===== src/design/rcps_pkg.sv =====
// ----------------------------------------------------------------------------
// rcps_pkg
// Shared types and codes for the softened coulomb potential sum core.
// ----------------------------------------------------------------------------
package rcps_pkg;

  localparam logic [1:0] CFG_SOFTENING  = 2'd0;
  localparam logic [1:0] CFG_SRC_COUNT  = 2'd1;
  localparam logic [1:0] CFG_SUM_MODE   = 2'd2;

  localparam logic CMD_LOAD = 1'b0;
  localparam logic CMD_EVAL = 1'b1;

  localparam logic MODE_DIRECT  = 1'b0;
  localparam logic MODE_CLUSTER = 1'b1;

  localparam logic signed [63:0] POT_MAX = 64'sh7FFF_FFFF_FFFF_FFFF;
  localparam logic signed [63:0] POT_MIN = 64'sh8000_0000_0000_0000;

  typedef struct packed {
    logic               command;
    logic [9:0]         slot;
    logic signed [31:0] px;
    logic signed [31:0] py;
    logic signed [31:0] pz;
    logic signed [31:0] charge;
    logic signed [31:0] weight;
    logic signed [63:0] prior_potential;
  } req_t;

  typedef struct packed {
    logic signed [63:0] potential;
    logic               saturated;
  } rsp_t;

  typedef struct packed {
    logic signed [31:0] x;
    logic signed [31:0] y;
    logic signed [31:0] z;
    logic signed [31:0] charge;
    logic signed [31:0] weight;
  } src_t;

  typedef struct packed {
    logic               done;
    logic               sat;
    logic signed [63:0] term;
  } term_res_t;

endpackage


===== src/design/rcps_term_unit.sv =====
// ----------------------------------------------------------------------------
// rcps_term_unit
// One source term: shared multiplier, bit-serial isqrt, restoring divider.
// ----------------------------------------------------------------------------
module rcps_term_unit (
  input  logic               clk_i,
  input  logic               rst_ni,
  input  logic               start_i,
  input  logic signed [31:0] tx_i,
  input  logic signed [31:0] ty_i,
  input  logic signed [31:0] tz_i,
  input  logic [30:0]        eps_i,
  input  logic               mode_i,
  input  rcps_pkg::src_t     src_i,
  output rcps_pkg::term_res_t res_o
);
  import rcps_pkg::*;

  localparam logic [2:0] T_IDLE = 3'd0;
  localparam logic [2:0] T_MUL  = 3'd1;
  localparam logic [2:0] T_CHK  = 3'd2;
  localparam logic [2:0] T_SQRT = 3'd3;
  localparam logic [2:0] T_DIV  = 3'd4;
  localparam logic [2:0] T_FIN  = 3'd5;

  logic [2:0]  st_q, st_d;
  logic [6:0]  step_q, step_d;
  logic [32:0] ax_q, ay_q, az_q;
  logic [31:0] qm_q, wm_q;
  logic        neg_q;
  logic [65:0] prod_q;
  logic [63:0] r2_q, num_q;
  logic [63:0] v_q, rt_q, bit_q;
  logic [77:0] n_q, quo_q;
  logic [32:0] rem_q;
  term_res_t   res_q, res_d;

  function automatic logic [32:0] absdiff(input logic signed [31:0] a,
                                          input logic signed [31:0] b);
    logic signed [32:0] d;
    d = 33'(a) - 33'(b);
    return d[32] ? 33'(-d) : 33'(d);
  endfunction

  function automatic logic [31:0] mag32(input logic signed [31:0] a);
    return a[31] ? 32'(-33'(a)) : 32'(a);
  endfunction

  // multiplier operand select
  logic [32:0] op_a, op_b;
  always_comb begin
    case (step_q[2:0])
      3'd0:    begin op_a = ax_q; op_b = ax_q; end
      3'd1:    begin op_a = ay_q; op_b = ay_q; end
      3'd2:    begin op_a = az_q; op_b = az_q; end
      3'd3:    begin op_a = {2'b0, eps_i}; op_b = {2'b0, eps_i}; end
      3'd4:    begin op_a = {1'b0, qm_q}; op_b = {1'b0, wm_q}; end
      default: begin op_a = '0; op_b = '0; end
    endcase
  end

  logic [63:0] sq_sum;
  logic        sq_ge;
  logic [33:0] rem_sh;
  logic        div_ge;
  logic [63:0] mag;

  always_comb begin
    sq_sum = rt_q + bit_q;
    sq_ge  = v_q >= sq_sum;
    rem_sh = {rem_q, n_q[77]};
    div_ge = rem_sh >= {1'b0, rt_q[32:0]};
    mag    = {1'b0, quo_q[62:0]};
  end

  always_comb begin
    st_d   = st_q;
    step_d = step_q;
    res_d  = res_q;
    res_d.done = 1'b0;
    case (st_q)
      T_IDLE: begin
        if (start_i) begin
          st_d   = T_MUL;
          step_d = '0;
        end
      end
      T_MUL: begin
        step_d = step_q + 7'd1;
        if (step_q == 7'd5) begin
          st_d = T_CHK;
        end
      end
      T_CHK: begin
        step_d = '0;
        if (num_q == '0 || (r2_q == '0 && mode_i == MODE_CLUSTER)) begin
          res_d = '{done: 1'b1, sat: 1'b0, term: '0};
          st_d  = T_IDLE;
        end else if (r2_q == '0) begin
          res_d = '{done: 1'b1, sat: 1'b1, term: neg_q ? POT_MIN : POT_MAX};
          st_d  = T_IDLE;
        end else begin
          st_d = T_SQRT;
        end
      end
      T_SQRT: begin
        step_d = step_q + 7'd1;
        if (step_q == 7'd31) begin
          step_d = '0;
          st_d   = T_DIV;
        end
      end
      T_DIV: begin
        step_d = step_q + 7'd1;
        if (step_q == 7'd77) begin
          st_d = T_FIN;
        end
      end
      T_FIN: begin
        if (quo_q[77:63] != '0) begin
          res_d = '{done: 1'b1, sat: 1'b1, term: neg_q ? POT_MIN : POT_MAX};
        end else begin
          res_d = '{done: 1'b1, sat: 1'b0, term: neg_q ? -$signed(mag) : $signed(mag)};
        end
        st_d = T_IDLE;
      end
      default: st_d = T_IDLE;
    endcase
  end

  always_ff @(posedge clk_i or negedge rst_ni) begin
    if (!rst_ni) begin
      st_q   <= T_IDLE;
      step_q <= '0;
      res_q  <= '0;
    end else begin
      st_q   <= st_d;
      step_q <= step_d;
      res_q  <= res_d;
    end
  end

  always_ff @(posedge clk_i) begin
    prod_q     <= op_a * op_b;
    if (st_q == T_IDLE && start_i) begin
      ax_q  <= absdiff(tx_i, src_i.x);
      ay_q  <= absdiff(ty_i, src_i.y);
      az_q  <= absdiff(tz_i, src_i.z);
      qm_q  <= mag32(src_i.charge);
      wm_q  <= mag32(src_i.weight);
      neg_q <= (mode_i == MODE_CLUSTER) ? src_i.charge[31]
                                        : (src_i.charge[31] ^ src_i.weight[31]);
      r2_q  <= '0;
    end
    if (st_q == T_MUL && step_q != 7'd0) begin
      if (step_q == 7'd5) begin
        num_q <= (mode_i == MODE_CLUSTER) ? {16'b0, qm_q, 16'b0} : prod_q[63:0];
      end else begin
        // squares shifted into Q34.30 before summing
        r2_q <= r2_q + {2'b0, prod_q[63:2]};
      end
    end
    if (st_q == T_CHK) begin
      v_q   <= r2_q;
      rt_q  <= '0;
      bit_q <= 64'h4000_0000_0000_0000;
    end
    if (st_q == T_SQRT) begin
      if (sq_ge) begin
        v_q  <= v_q - sq_sum;
        rt_q <= (rt_q >> 1) + bit_q;
      end else begin
        rt_q <= rt_q >> 1;
      end
      bit_q <= bit_q >> 2;
      if (step_q == 7'd31) begin
        n_q   <= {num_q, 14'b0} << 1;
        rem_q <= '0;
        quo_q <= '0;
      end
    end
    if (st_q == T_DIV) begin
      rem_q <= div_ge ? 33'(rem_sh - {1'b0, rt_q[32:0]}) : rem_sh[32:0];
      n_q   <= {n_q[76:0], 1'b0};
      quo_q <= {quo_q[76:0], div_ge};
    end
  end

  assign res_o = res_q;

endmodule

===== config.mk =====
export PLATFORM = sky130hd
export DESIGN_NAME = rcps_term_unit
export DESIGN_NICKNAME = d
export VERILOG_FILES = /design/src/design/rcps_pkg.sv /design/src/design/rcps_term_unit.sv
export SDC_FILE = /design/constraint.sdc
export NUM_CORES = 2
export LEC_CHECK = 0
export ABC_AREA = 1
export BUFFER_PORTS_ARGS = -buffer_cell sky130_fd_sc_hd__clkbuf_2
export CAP_MARGIN = 20
export CORE_MARGIN = 10
export CORE_UTILIZATION = 35
export CTS_BUF_LIST = sky130_fd_sc_hd__clkbuf_4
export CTS_CLUSTER_DIAMETER = 80
export DETAILED_ROUTE_END_ITERATION = 8
export PLACE_DENSITY_LB_ADDON = 0.3
export SLEW_MARGIN = 10
export SYNTH_ARGS = -nofsm -noshare
export SYNTH_HDL_FRONTEND = slang
export SYNTH_SLANG_ARGS = --single-unit

===== constraint.sdc =====
create_clock -name clk_i -period 9.76 [get_ports clk_i]
set_clock_uncertainty 0.15 [all_clocks]
set_input_delay 0.488 -clock clk_i [delete_from_list [all_inputs] [get_ports clk_i]]
set_output_delay 0.488 -clock clk_i [all_outputs]
set_load 0.02 [all_outputs]

### Word-level counts from Yosys, hierarchy flattened

Cells that the tools add are included.

* input port bits: 291
* register bits after elaboration: 780

* bitwise logic cells: 1
* multipliers: 1
* reductions and logical operators: 21
* $lt $le $gt $ge: 2
* multiplexer cells: 46
* equal/unequal tests: 17
* $add $sub $neg: 15

Operators by type and width (number)
* 2-to-1 mux 64 bit: 11
* 2-to-1 mux 78 bit: 6
* case mux 33 bit (5 select lines): 2
* 2-to-1 mux 33 bit: 4
* 2-to-1 mux 66 bit: 2
* case mux 66 bit (2 select lines): 1
* logical NOT 64 bit: 2
* 2-to-1 mux 61 bit: 2
* negator 33 bit: 3
* subtractor 32 x 32 -> 33 bit: 3
* 2-to-1 mux 32 bit: 3
* 2-to-1 mux 65 bit: 1
* adder 63 x 63 -> 64 bit: 1
* adder 64 x 62 -> 64 bit: 1
* adder 64 x 63 -> 64 bit: 1
* greater-or-equal comparator 64 bit: 1
* multiplier 33 x 33 -> 64 bit: 1
* negator 32 bit: 2
* negator 63 -> 64 bit: 1
* subtractor 64 bit: 1
* 2-to-1 mux 31 bit: 2
* 2-to-1 mux 48 bit: 1
* greater-or-equal comparator 34 x 33 -> 1 bit: 1
* subtractor 33 bit: 1
* 26 further kinds: 49

### Longest topological paths before layout

* depth after elaboration: 5
* depth in mapped cells: 42
* gate-level depth less buffers: 40

### Worst setup path after synthesis

OpenSTA, ideal clock, no wires.

* kind: register to register
* start point: register st_q[2]
* end point: register n_q[15], enable pin
* path buffers: 2
* slack: -439 ps
* cell stages (with the launch flop): 8
* data arrival time: 9508 ps
* required time: 9069 ps
* period minus slack after synthesis: 10199 ps
* cells stage by stage: dfrtp_1 > nor2_1 > inv_1 > nor2_1 > clkbuf_1 > clkbuf_1 > nand2_1 > nand2_1

* longest elaborated chain between the ends: 3
* elaborated cells on any way between the ends: 5
* those cells by class: 2 x eq/ne; 3 x reduce/logical

Ends and longest elaborated chain
* start, declared: line rcps_term_unit.sv:26 `logic [2:0] st_q, st_d;`
* start signal, assigned: line rcps_term_unit.sv:137 `st_q <= st_d;`
* equality test 3 x 2 -> 1 bit or equality test 3 bit (tied branches): line rcps_term_unit.sv:168, rcps_term_unit.sv:182
* nonzero test 2 bit (no source line)
* AND reduction 2 bit (no source line) *
* end signal, assigned: line rcps_term_unit.sv:177 `n_q <= {num_q, 14'b0} << 1;`
* end signal, assigned: line rcps_term_unit.sv:184 `n_q <= {n_q[76:0], 1'b0};`
* end, declared: line rcps_term_unit.sv:34 `logic [77:0] n_q, quo_q;`

Mark *: on every way between the ends. The rest lies on a longest branch, timed or not.
A chain may end at the register's enable or synchronous reset.

### Worst setup path in the final report

* start point: register step_q[1]
* end point: register prod_q[62]

* longest elaborated chain between the ends: 3
* elaborated cells on any way between the ends: 8
* those cells by class: 1 x mul; 4 x eq/ne; 2 x mux; 1 x reduce/logical

Ends and longest elaborated chain
* start, declared: line rcps_term_unit.sv:27 `logic [6:0] step_q, step_d;`
* start signal, assigned: line rcps_term_unit.sv:138 `step_q <= step_d;`
* equality test 3 bit (tied with other cells): line rcps_term_unit.sv:52 `case (step_q[2:0])`
* case mux 33 bit (5 select lines): line rcps_term_unit.sv:52
* multiplier 33 x 33 -> 64 bit *: line rcps_term_unit.sv:144 `prod_q <= op_a * op_b;`
* end signal, assigned: line rcps_term_unit.sv:144
* end, declared: line rcps_term_unit.sv:31 `logic [65:0] prod_q;`

Marked as above.

==> qor.yml <==
crit_path_start_kind: "flop"
cts.clk_slew.worst_paths_ps: 70
crit_top_cell: "inv_1"
worstSetupPathType: "flop to flop"
grt_pass1_vias: 87100
synthFlopType: "edfxtp_1"
seq_area_frac_synth_pct: 22.0
synth_area_sq_mm: 0.0942
crit_path_max_fanout: 33
design_area_sq_mm: 0.107
gp_congestion: 1.03
cpMaxStageDelayCell: "fa_1"
async_reset_ff_share_pct: 9.92
dpl.hpwl_um: 286000
cts_buffer_depth: 4
slowest_delay_ps: 540
grt_pass1_wl_um: 529000
ctsRootBufferMaster: "clkbuf_4"
viasPerCell: 5.09
netlist_instances: 12700
nFillCells: 28100
status: "complete, no violations"
leakage_nw: 55.2
die_y_um: 539
period_share_pct: 96.3
hold_slack_ps: 97.2
die_x_um: 539
yosysWarnings: 0
vias: 87500
syn_area_per_cell_sq_um: 7.41
layout_commonest_cell: "nand2_1"
maxSlewViolCount: 0
clkLatencyLatePin_ps: 1230
area_growth_pct: 13.2
start_util_pct: 35.2
crit_required_ps: 10540
clock_sinks: 766
cp.arrival_ps: 10170
nets: 15300
synthDistinctLibCells: 75
grt_setup_unrepaired: "false"
ys_seq_elements: 766
grt_use_total_pct: 23.3
core_area_sq_mm: 0.268
worst_pin_slew_ps: 1290
cts_tree: "yes"
buffer_ports.inserted: 356
placed_area_sq_mm: 0.101
grt_overflow: 0
maxSlewHeadroom_pct: 14.3
io_pins: 357
drt-initial-drc-count: 7537
wirelength_um: 351000
cts_made_buffers: 214
setup_viol: 0
wl_per_cell_um: 20.4
antenna_found_initial: 27
synth_edf_count: 497
die_area_sq_mm: 0.290
ant_nets: 0
period_needed_ps: 9400
ir_drop_uv: 86.6
powerDensity_mw_per_mm2: 72.1
max_freq_mhz: 106
setup_tns_ps: 0
layout_common_cells: "nand2_1, inv_1, nor2_1, fa_1, o21ai_0"
cp-end-kind: "flop"
rows: 190
max_cap_violations: 0
final_hold_viol_count: 0
hp-class: "input pin to flop"
first_pass_iters: 7
syn-num-nets: 14600
grt_max_degree: 125
drcViolationCount: 0
h-tree-depth: 4
drive_above_1_share_pct: 8.21
[per-stage QoR]
stage | worst slack, ps | util, % | power, mW | cells
after floorplan | 1060 | - | 4.24 | 12700
after global placement | 431 | 37.7 | 4.59 | 16500
final | 361 | 39.8 | 7.68 | 17200
after detailed placement | 298 | 37.7 | 4.58 | 16500
after global routing | 17.0 | 39.8 | 8.07 | 17200
after CTS | 204 | 39.7 | 7.76 | 17200
[critical path, delay by kind of cell, from the launching register on]
family | cells | cell delay, ps
adder cells (fa/ha/maj) | 10 | 4510
AO/OA/AOI/OAI | 9 | 2120
buffers and inverters | 14 | 1410
flip-flops | 1 | 370
AND/OR/NAND/NOR | 3 | 300
XOR/XNOR | 1 | 240
[worst paths after layout]
kind                       depth (start not counted)  startpoint          to  slack, ps
max                                               37   step_q[1]  prod_q[62]        360
max reg2reg                                       37   step_q[1]  prod_q[62]        360
min reg2reg                                        2     n_q[16]     n_q[17]        290
min                                                4    ty_i[20]    ay_q[20]        100
max in group asynchronous                          5      rst_ni     st_q[2]       7910
min in group asynchronous                          5      rst_ni   res_o[62]        660
[power breakdown]
part	leakage (nW)	internal, mW	switching, mW
sequential	7.17	3.47	0
combinational	46.4	0.447	0.763
clock	1.58	1.49	1.52
total	55.2	5.40	2.28
[cell usage after synthesis, types with 23 or more instances]
| master | count | share of area (%) |
|---|---|---|
| edfxtp_1 | 497 | 16 |
| a31oi_1 | 108 | 0.72 |
| inv_2 | 32 | 0.13 |
| a221oi_1 | 43 | 0.40 |
| o211ai_1 | 27 | 0.22 |
| a21o_1 | 39 | 0.31 |
| inv_1 | 2714 | 11 |
| nand2_2 | 29 | 0.19 |
| o31ai_1 | 33 | 0.26 |
| dfxtp_1 | 193 | 4.1 |
| clkbuf_1 | 237 | 0.94 |
| nand2_1 | 2733 | 11 |
| o21ai_1 | 65 | 0.35 |
| or2_2 | 23 | 0.15 |
| nor4_1 | 66 | 0.44 |
| fa_1 | 963 | 20 |
| o21ai_0 | 660 | 3.5 |
| xnor2_1 | 176 | 1.6 |
| o21a_1 | 28 | 0.22 |
| xor2_1 | 260 | 2.4 |
| nand3b_1 | 30 | 0.24 |
| nand4_1 | 130 | 0.86 |
| a21oi_1 | 662 | 3.5 |
| nor2_1 | 1268 | 5.1 |
| nor3_1 | 134 | 0.71 |
| o21bai_1 | 48 | 0.38 |
| buf_2 | 88 | 0.47 |
| ha_1 | 582 | 7.7 |
| a32o_1 | 32 | 0.34 |
| dfrtp_1 | 76 | 2.0 |
| nand3_1 | 524 | 2.8 |
[kinds of logic after synthesis]
logic type / after synthesis / synth area share, %
XOR/XNOR: 441 / 4.14
AO/OA/AOI/OAI: 1843 / 11.1
flip-flops: 766 / 22.0
AND/OR/NAND/NOR: 5003 / 21.9
buffers and inverters: 3115 / 12.6
multiplexers: 11 / 0.117
adder cells (fa/ha/maj): 1545 / 28.2
[state kept, by name, indices dropped and copies added, names as in the netlist]
register  cells
r2_q         64
st_q          3
rt_q         64
prod_q       64
az_q         33
bit_q        32
res_o        66
v_q          64
num_q        64
rem_q        33
qm_q         32
neg_q         1
wm_q         32
ay_q         33
n_q          63
step_q        7
ax_q         33
quo_q        78
[layer usage]
layer	global-route usage, %	vias to the layer above	routed length, um
met1	30.4	42000	148000
met5	0	-	163
li1	-	41500	-
met2	37.9	3259	159000
met4	8.96	24	15600
met3	4.63	690	28000
[cell type report]
class | instances | area, sq um | share of cell area (%)
Clock inverter | 76 | 359 | 0.337
Antenna cell | 23 | 57.6 | 0.0540
Multi-Input combinational cell | 8843 | 61800 | 58.0
Sequential cell | 766 | 20700 | 19.4
Tap cell | 3552 | 4440 | 4.17
Timing Repair inverter | 1 | 7.51 | 0.00704
Inverter | 2760 | 10400 | 9.74
Clock buffer | 305 | 2290 | 2.15
Timing Repair Buffer | 869 | 6560 | 6.16
[timing repair]
action                     in CTS  in global routing
hold buffers                  279                  0
buffers inserted                0                  5
hold endpoints to repair      319                  0
setup endpoints to repair       0                 19
resized for setup               0                 25
Note: power is estimated with default switching activity, not from simulation.
